==> src/design/mfd_pkg.sv <==
package mfd_pkg;

  localparam logic [7:0] StartV1  = 8'hFE;
  localparam logic [7:0] StartV2  = 8'hFD;
  localparam logic [3:0] SigBytes = 4'd13;

  localparam logic [1:0] VerV1 = 2'd1;
  localparam logic [1:0] VerV2 = 2'd2;

  localparam logic KindPayload = 1'b0;
  localparam logic KindFrame   = 1'b1;

  localparam int unsigned QueueDepthDefault = 4;

  typedef struct packed {
    logic        kind;
    logic [1:0]  version;
    logic [7:0]  payload_len;
    logic [7:0]  sys_id;
    logic [7:0]  comp_id;
    logic [23:0] msg_id;
    logic [7:0]  byte_index;
    logic [7:0]  payload_byte;
  } rec_t;

endpackage

==> src/design/mavlink_frame_deframer.sv <==
// MAVLink v1/v2 frame deframer.
// Input channel: one received byte per request on data_byte_i, qualified by
// in_valid_i; the block holds in_stall_o high while its result queue is full.
// Output channel: one result per request on out_valid_o / out_stall_i.
// kind_o = 0 is a payload byte (byte_index_o, payload_byte_o), kind_o = 1
// marks frame completion, with the header fields on version_o, payload_len_o,
// sys_id_o, comp_id_o and msg_id_o. Checksum and signature bytes give no
// result, but the last byte of a frame gives the frame completion.
// Throughput: one byte per cycle; the parser takes a byte every cycle the
// queue has room. A result is written to the queue when its byte is accepted,
// then loads into the output register once that register is empty or taken.
// When the receiver stalls, the output register holds its result, the queue
// (QueueDepth entries) fills, and then in_stall_o rises until space frees.
// Reset puts the parser in idle waiting for a start byte, clears the header
// capture and empties the queue and output register.
module mavlink_frame_deframer #(
  parameter int unsigned QueueDepth = mfd_pkg::QueueDepthDefault
) (
  input  logic        clk_i,
  input  logic        rst_ni,
  input  logic        in_valid_i,
  output logic        in_stall_o,
  input  logic [7:0]  data_byte_i,
  output logic        out_valid_o,
  input  logic        out_stall_i,
  output logic        kind_o,
  output logic [1:0]  version_o,
  output logic [7:0]  payload_len_o,
  output logic [7:0]  sys_id_o,
  output logic [7:0]  comp_id_o,
  output logic [23:0] msg_id_o,
  output logic [7:0]  byte_index_o,
  output logic [7:0]  payload_byte_o
);

  logic          q_full, q_valid, q_pop, push;
  mfd_pkg::rec_t push_rec, q_rec, out_rec;

  mfd_front u_front (
    .clk_i       (clk_i),
    .rst_ni      (rst_ni),
    .in_valid_i  (in_valid_i),
    .in_stall_o  (in_stall_o),
    .data_byte_i (data_byte_i),
    .q_full_i    (q_full),
    .push_o      (push),
    .rec_o       (push_rec)
  );

  mfd_queue #(
    .Depth (QueueDepth)
  ) u_queue (
    .clk_i      (clk_i),
    .rst_ni     (rst_ni),
    .push_i     (push),
    .push_rec_i (push_rec),
    .full_o     (q_full),
    .valid_o    (q_valid),
    .pop_rec_o  (q_rec),
    .pop_i      (q_pop)
  );

  mfd_back u_back (
    .clk_i       (clk_i),
    .rst_ni      (rst_ni),
    .q_valid_i   (q_valid),
    .q_rec_i     (q_rec),
    .q_pop_o     (q_pop),
    .out_valid_o (out_valid_o),
    .out_stall_i (out_stall_i),
    .out_rec_o   (out_rec)
  );

  assign kind_o         = out_rec.kind;
  assign version_o      = out_rec.version;
  assign payload_len_o  = out_rec.payload_len;
  assign sys_id_o       = out_rec.sys_id;
  assign comp_id_o      = out_rec.comp_id;
  assign msg_id_o       = out_rec.msg_id;
  assign byte_index_o   = out_rec.byte_index;
  assign payload_byte_o = out_rec.payload_byte;

endmodule

==> src/design/mfd_front.sv <==
module mfd_front (
  input  logic          clk_i,
  input  logic          rst_ni,
  input  logic          in_valid_i,
  output logic          in_stall_o,
  input  logic [7:0]    data_byte_i,
  input  logic          q_full_i,
  output logic          push_o,
  output mfd_pkg::rec_t rec_o
);

  typedef enum logic [4:0] {
    PhIdle,
    Ph1Len, Ph1Seq, Ph1Sys, Ph1Comp, Ph1Id, Ph1Pay, Ph1Ck1, Ph1Ck2,
    Ph2Len, Ph2Incf, Ph2Compf, Ph2Seq, Ph2Sys, Ph2Comp,
    Ph2Id0, Ph2Id1, Ph2Id2, Ph2Pay, Ph2Ck1, Ph2Ck2, Ph2Sig
  } phase_e;

  phase_e      phase_q, phase_d;
  logic [1:0]  ver_q, ver_d;
  logic [7:0]  len_q, len_d;
  logic [7:0]  cnt_q, cnt_d;
  logic        signed_q, signed_d;
  logic [3:0]  sig_rem_q, sig_rem_d;
  logic [7:0]  sys_q, sys_d;
  logic [7:0]  comp_q, comp_d;
  logic [23:0] msg_q, msg_d;
  logic        accept;
  logic [7:0]  cnt_inc;
  logic [3:0]  sig_dec;

  assign in_stall_o = q_full_i;
  assign accept     = in_valid_i & ~q_full_i;
  assign cnt_inc    = cnt_q + 8'd1;
  assign sig_dec    = sig_rem_q - 4'd1;

  always_comb begin
    phase_d    = phase_q;
    ver_d      = ver_q;
    len_d      = len_q;
    cnt_d      = cnt_q;
    signed_d   = signed_q;
    sig_rem_d  = sig_rem_q;
    sys_d      = sys_q;
    comp_d     = comp_q;
    msg_d      = msg_q;
    push_o     = 1'b0;

    rec_o.kind         = mfd_pkg::KindFrame;
    rec_o.version      = ver_q;
    rec_o.payload_len  = len_q;
    rec_o.sys_id       = sys_q;
    rec_o.comp_id      = comp_q;
    rec_o.msg_id       = msg_q;
    rec_o.byte_index   = '0;
    rec_o.payload_byte = '0;

    if (accept) begin
      unique case (phase_q)
        PhIdle: begin
          if (data_byte_i == mfd_pkg::StartV1 || data_byte_i == mfd_pkg::StartV2) begin
            ver_d      = (data_byte_i == mfd_pkg::StartV1) ? mfd_pkg::VerV1 : mfd_pkg::VerV2;
            phase_d    = (data_byte_i == mfd_pkg::StartV1) ? Ph1Len : Ph2Len;
            len_d      = '0;
            cnt_d      = '0;
            signed_d   = 1'b0;
            sig_rem_d  = '0;
            sys_d      = '0;
            comp_d     = '0;
            msg_d      = '0;
          end
        end
        Ph1Len: begin
          len_d   = data_byte_i;
          cnt_d   = '0;
          phase_d = Ph1Seq;
        end
        Ph1Seq:  phase_d = Ph1Sys;
        Ph1Sys: begin
          sys_d   = data_byte_i;
          phase_d = Ph1Comp;
        end
        Ph1Comp: begin
          comp_d  = data_byte_i;
          phase_d = Ph1Id;
        end
        Ph1Id: begin
          msg_d   = {16'd0, data_byte_i};
          phase_d = (len_q != 8'd0) ? Ph1Pay : Ph1Ck1;
        end
        Ph1Pay, Ph2Pay: begin
          push_o             = 1'b1;
          rec_o.kind         = mfd_pkg::KindPayload;
          rec_o.byte_index   = cnt_q;
          rec_o.payload_byte = data_byte_i;
          cnt_d              = cnt_inc;
          if (cnt_inc == len_q) begin
            phase_d = (phase_q == Ph1Pay) ? Ph1Ck1 : Ph2Ck1;
          end
        end
        Ph1Ck1:  phase_d = Ph1Ck2;
        Ph1Ck2: begin
          push_o  = 1'b1;
          phase_d = PhIdle;
        end
        Ph2Len: begin
          len_d   = data_byte_i;
          phase_d = Ph2Incf;
        end
        Ph2Incf: begin
          signed_d = data_byte_i[0];
          phase_d  = Ph2Compf;
        end
        Ph2Compf: phase_d = Ph2Seq;
        Ph2Seq:   phase_d = Ph2Sys;
        Ph2Sys: begin
          sys_d   = data_byte_i;
          phase_d = Ph2Comp;
        end
        Ph2Comp: begin
          comp_d  = data_byte_i;
          phase_d = Ph2Id0;
        end
        Ph2Id0: begin
          msg_d   = {16'd0, data_byte_i};
          phase_d = Ph2Id1;
        end
        Ph2Id1: begin
          msg_d   = msg_q | {8'd0, data_byte_i, 8'd0};
          phase_d = Ph2Id2;
        end
        Ph2Id2: begin
          msg_d   = msg_q | {data_byte_i, 16'd0};
          cnt_d   = '0;
          phase_d = (len_q != 8'd0) ? Ph2Pay : Ph2Ck1;
        end
        Ph2Ck1: phase_d = Ph2Ck2;
        Ph2Ck2: begin
          if (signed_q) begin
            sig_rem_d = mfd_pkg::SigBytes;
            phase_d   = Ph2Sig;
          end else begin
            push_o  = 1'b1;
            phase_d = PhIdle;
          end
        end
        Ph2Sig: begin
          sig_rem_d = sig_dec;
          if (sig_dec == 4'd0) begin
            push_o  = 1'b1;
            phase_d = PhIdle;
          end
        end
        default: phase_d = PhIdle;
      endcase
    end
  end

  always_ff @(posedge clk_i or negedge rst_ni) begin
    if (!rst_ni) begin
      phase_q    <= PhIdle;
      ver_q      <= '0;
      len_q      <= '0;
      cnt_q      <= '0;
      signed_q   <= 1'b0;
      sig_rem_q  <= '0;
      sys_q      <= '0;
      comp_q     <= '0;
      msg_q      <= '0;
    end else begin
      phase_q    <= phase_d;
      ver_q      <= ver_d;
      len_q      <= len_d;
      cnt_q      <= cnt_d;
      signed_q   <= signed_d;
      sig_rem_q  <= sig_rem_d;
      sys_q      <= sys_d;
      comp_q     <= comp_d;
      msg_q      <= msg_d;
    end
  end

endmodule

==> src/design/mfd_queue.sv <==
module mfd_queue #(
  parameter int unsigned Depth = mfd_pkg::QueueDepthDefault
) (
  input  logic          clk_i,
  input  logic          rst_ni,
  input  logic          push_i,
  input  mfd_pkg::rec_t push_rec_i,
  output logic          full_o,
  output logic          valid_o,
  output mfd_pkg::rec_t pop_rec_o,
  input  logic          pop_i
);

  localparam int unsigned PtrW = (Depth > 1) ? $clog2(Depth) : 1;
  localparam int unsigned CntW = $clog2(Depth + 1);

  mfd_pkg::rec_t   mem_q [Depth];
  logic [PtrW-1:0] wr_ptr_q, wr_ptr_d;
  logic [PtrW-1:0] rd_ptr_q, rd_ptr_d;
  logic [CntW-1:0] count_q, count_d;
  logic            do_push, do_pop;

  assign full_o    = (count_q == CntW'(Depth));
  assign valid_o   = (count_q != '0);
  assign pop_rec_o = mem_q[rd_ptr_q];
  assign do_push   = push_i & ~full_o;
  assign do_pop    = pop_i & valid_o;

  always_comb begin
    wr_ptr_d = wr_ptr_q;
    rd_ptr_d = rd_ptr_q;
    count_d  = count_q;
    if (do_push) begin
      wr_ptr_d = (wr_ptr_q == PtrW'(Depth - 1)) ? '0 : wr_ptr_q + PtrW'(1);
    end
    if (do_pop) begin
      rd_ptr_d = (rd_ptr_q == PtrW'(Depth - 1)) ? '0 : rd_ptr_q + PtrW'(1);
    end
    if (do_push && !do_pop) begin
      count_d = count_q + CntW'(1);
    end else if (do_pop && !do_push) begin
      count_d = count_q - CntW'(1);
    end
  end

  always_ff @(posedge clk_i or negedge rst_ni) begin
    if (!rst_ni) begin
      wr_ptr_q <= '0;
      rd_ptr_q <= '0;
      count_q  <= '0;
    end else begin
      wr_ptr_q <= wr_ptr_d;
      rd_ptr_q <= rd_ptr_d;
      count_q  <= count_d;
    end
  end

  always_ff @(posedge clk_i) begin
    if (do_push) begin
      mem_q[wr_ptr_q] <= push_rec_i;
    end
  end

endmodule

==> src/design/mfd_back.sv <==
module mfd_back (
  input  logic          clk_i,
  input  logic          rst_ni,
  input  logic          q_valid_i,
  input  mfd_pkg::rec_t q_rec_i,
  output logic          q_pop_o,
  output logic          out_valid_o,
  input  logic          out_stall_i,
  output mfd_pkg::rec_t out_rec_o
);

  logic          valid_q, valid_d;
  mfd_pkg::rec_t rec_q;
  logic          load;

  // refill the output register when it is empty or being taken
  assign load    = q_valid_i & (~valid_q | ~out_stall_i);
  assign q_pop_o = load;
  assign valid_d = load | (valid_q & out_stall_i);

  always_ff @(posedge clk_i or negedge rst_ni) begin
    if (!rst_ni) begin
      valid_q <= 1'b0;
    end else begin
      valid_q <= valid_d;
    end
  end

  always_ff @(posedge clk_i) begin
    if (load) begin
      rec_q <= q_rec_i;
    end
  end

  assign out_valid_o = valid_q;
  assign out_rec_o   = rec_q;

endmodule
==> config.mk <==
export PLATFORM = sky130hd
export DESIGN_NAME = mavlink_frame_deframer
export DESIGN_NICKNAME = d
export VERILOG_FILES = /design/src/design/mfd_pkg.sv /design/src/design/mavlink_frame_deframer.sv /design/src/design/mfd_front.sv /design/src/design/mfd_queue.sv /design/src/design/mfd_back.sv
export SDC_FILE = /design/constraint.sdc
export NUM_CORES = 1
export LEC_CHECK = 0
export BUFFER_PORTS_ARGS = -buffer_cell sky130_fd_sc_hd__buf_2
export CAP_MARGIN = 25
export CORE_MARGIN = 2
export CORE_UTILIZATION = 61
export DETAILED_ROUTE_END_ITERATION = 16
export PLACE_DENSITY = 0.79
export SYNTH_ARGS = -nofsm -noshare
export SYNTH_HDL_FRONTEND = slang
export SYNTH_SLANG_ARGS = --single-unit
export TNS_END_PERCENT = 20
==> constraint.sdc <==
create_clock -name clk_i -period 5 [get_ports clk_i]
set_clock_uncertainty 0.05 [all_clocks]
set_input_delay 0.25 -clock clk_i [delete_from_list [all_inputs] [get_ports clk_i]]
set_output_delay 0.25 -clock clk_i [all_outputs]
set_load 0.02 [all_outputs]
==> flow_summary.toml <==
[run_status]
status = "completed"

[route]
via_per_inst = 6.27
drc_errors = 0
drt-initial-drc-count = 991
num_vias = 8102
drt_pass1_iterations = 5
drt-total-wl_um = 32200
final_antenna_net_count = 0
routedWlPerCell_um = 24.9

[logic_synthesis]
synth_area_per_cell_um2 = 18.7
synth-main-ff-cell = "edfxtp_1"
ys_types = 61
syn_inst = 838
syn_area_um2 = 15700
seq_area_frac_synth = 0.764
synth_edf_count = 335
yosys-top-cells-area = "edfxtp_1 64%, dfrtp_1 12%, mux4_2 9.6%"
yosysTopAreaCellShare = 0.642
ys_ff_latch = 411
syn_nets = 860
async_reset_ff_frac = 0.185
yosysTopAreaCell = "edfxtp_1"
synth_warnings = 0

[final_layout]
n_antenna_cell = 0
n_fill_cell = 1462
fin_nets = 954
multi_input_area_um2 = 3490
seqCellArea_um2 = 12000
areaGrowthSynthToFinish_pct = 13.4
drive_above_1_share = 0.244
finalInstanceArea_um2 = 17800

[placement]
placed_area_um2 = 16500
detailed_place_hpwl_um = 18200
gp_congestion = 0.849
portBuffers = 80

[global_route]
grtUsageTotal = 0.250
grt_max_degree = 69
antenna_found_initial = 0
grt_pass1_wl_um = 49600
gr-total-overflow = 0
grt_pass1_vias = 8278

[power_and_ir_drop]
vdd_drop_max_mv = 0.309
p_per_area_nw_per_um2 = 609
leakage_nw = 6.39

[timing]
slew_headroom = 0.297
finalSetupTns_ps = 0
rsz0062_at_grt = "no"
final-hold-violation-count = 0
hold_ws_ps = 105
min_period_over_period = 0.660
tightest_slew_ps = 1050
drv_slew = 0
setup_violations = 0
layout_min_cycle_time_ps = 3300
fmax_mhz = 303

[cts]
clk_path_buf_depth = 3
cts_tree = "done"
htree_levels = 2
clk_latency_ps = 520
cts_setup_buffers = 0
ctsResizeCount = 0
cts.clk_slew.worst_paths_ps = 70
numCtsBuffers = 39
numClockSinks = 411
cts_root_buf = "clkbuf_16"
ctsHoldBuffers = 2

[die]
coreArea_um2 = 25200
die_height_um = 164
io_pins = 81
fp.dieW_um = 164
die_area_um2 = 27000
initial_utilization = 0.622
core.rowCount = 58

[setup_path]
start_kind = "flop"
crit_arrival_ps = 3410
worst-r2r-setup-slack_ps = 1700
required_ps = 5110
end_kind = "flop"
critPathMaxFanout = 31
path_class = "reg -> reg"

[flow_run]
maxCapViolCount = 0

[hold_path]
hold_path.class = "in -> reg"
-- area by class of cell --
type | count | area share
Tap cell | 330 | 0.0233
Multi-Input combinational cell | 373 | 0.197
Timing Repair Buffer | 94 | 0.0328
Clock inverter | 19 | 0.00902
Inverter | 13 | 0.00275
Clock buffer | 53 | 0.0614
Sequential cell | 411 | 0.674
-- report_power, final --
group          leakage, nW  switching, W  internal [W]
clock network        0.613       0.00122       0.00165
logic                 1.69       0.00155       0.00112
registers             4.08      0.000589       0.00469
total                 6.39       0.00336       0.00746
-- worst paths after layout --
| path | from | to | cells after the start |
|---|---|---|---|
| min in group asynchronous | rst_ni | u_front.cnt_q[0]$_DFFE_PN0P_ | 2 |
| hold reg to reg | u_back.out_valid_o$_DFF_PN0_ | u_back.out_valid_o$_DFF_PN0_ | 2 |
| hold / removal | data_byte_i[1] | u_front.ver_q[0]$_DFFE_PN0P_ | 3 |
| setup reg to reg | u_front.phase_q[4]$_DFFE_PN0P_ | u_queue.mem_q[3][9]$_DFFE_PP_ | 7 |
| setup / recovery | u_front.phase_q[4]$_DFFE_PN0P_ | u_queue.mem_q[3][9]$_DFFE_PP_ | 7 |
| max in group asynchronous | rst_ni | u_queue.rd_ptr_q[0]$_DFFE_PN0P_ | 3 |
-- flip-flops by register name, indices dropped and copies added, names as in the netlist --
| register | cells |
|---|---|
| u_front.signed_q | 1 |
| u_front.cnt_q | 8 |
| u_queue.mem_q | 268 |
| u_front.sig_rem_q | 4 |
| u_front.phase_q | 5 |
| u_front.msg_q | 24 |
| u_queue.rd_ptr_q | 2 |
| u_back.out_rec_o | 67 |
| u_front.comp_q | 8 |
| u_front.len_q | 8 |
| u_back.out_valid_o | 1 |
| u_front.sys_q | 8 |
| u_queue.wr_ptr_q | 2 |
| u_front.ver_q | 2 |
| u_queue.count_q | 3 |
-- layer usage --
layer	vias to the layer above	wire, µm	track usage
li1	3528	-	-
met1	4129	12700	0.352
met2	367	16100	0.401
met3	78	2300	0.0424
met4	0	1090	0.0937
met5	-	0	0
-- cells in the final DEF, fill, tap and decap left out, types with 8 or more instances in the layout --
cell type,count
o21ai_0,24
nand2_1,28
inv_1,11
and3_1,24
clkbuf_16,41
buf_4,8
ha_1,9
dfrtp_1,74
nor2_1,47
a22o_1,32
a21oi_1,29
buf_2,79
edfxtp_1,335
clkbuf_1,10
nand3_1,11
xnor2_1,10
mux4_2,67
-- critical path, cell delays in order, from the launching register on --
cell,delay (ps)
dfrtp_1,680
xnor2_1,260
mux2_2,320
o32ai_1,120
a2bb2oi_1,110
nor2_1,350
and2_2,520
buf_4,490
-- per-stage QoR --
step	utilization	setup WS (ps)	cells	total power (W)
finish	0.705	1700	1293	0.0108
global route	0.705	1410	1293	0.0113
CTS	0.705	1710	1293	0.0109
detailed placement	0.655	1750	1219	0.00797
global placement	0.653	1800	1217	0.00784
floorplan	-	1450	838	0.00708
-- Yosys cell counts, types with 11 or more instances --
cell type    n
and3_1      24
a21oi_1     29
nand2_1     28
dfrtp_1     76
nand3_1     11
inv_1       12
clkbuf_1    23
mux4_2      67
a22o_1      32
edfxtp_1   335
o21ai_0     24
nor2_1      47
-- kinds of logic (layout without fill, tap and decap cells) --
kind of cell / Yosys count / after routing / synth area share
DFF: 411 / 411 / 0.764
AOI/OAI and AO/OA: 119 / 119 / 0.0532
and+or+nand+nor: 150 / 150 / 0.0480
buffers and inverters: 54 / 179 / 0.0138
adders and majority gates: 10 / 10 / 0.00847
muxes: 78 / 78 / 0.104
xor gates and xnor gates: 16 / 16 / 0.00895
Note: power is estimated with default switching activity, not from simulation.
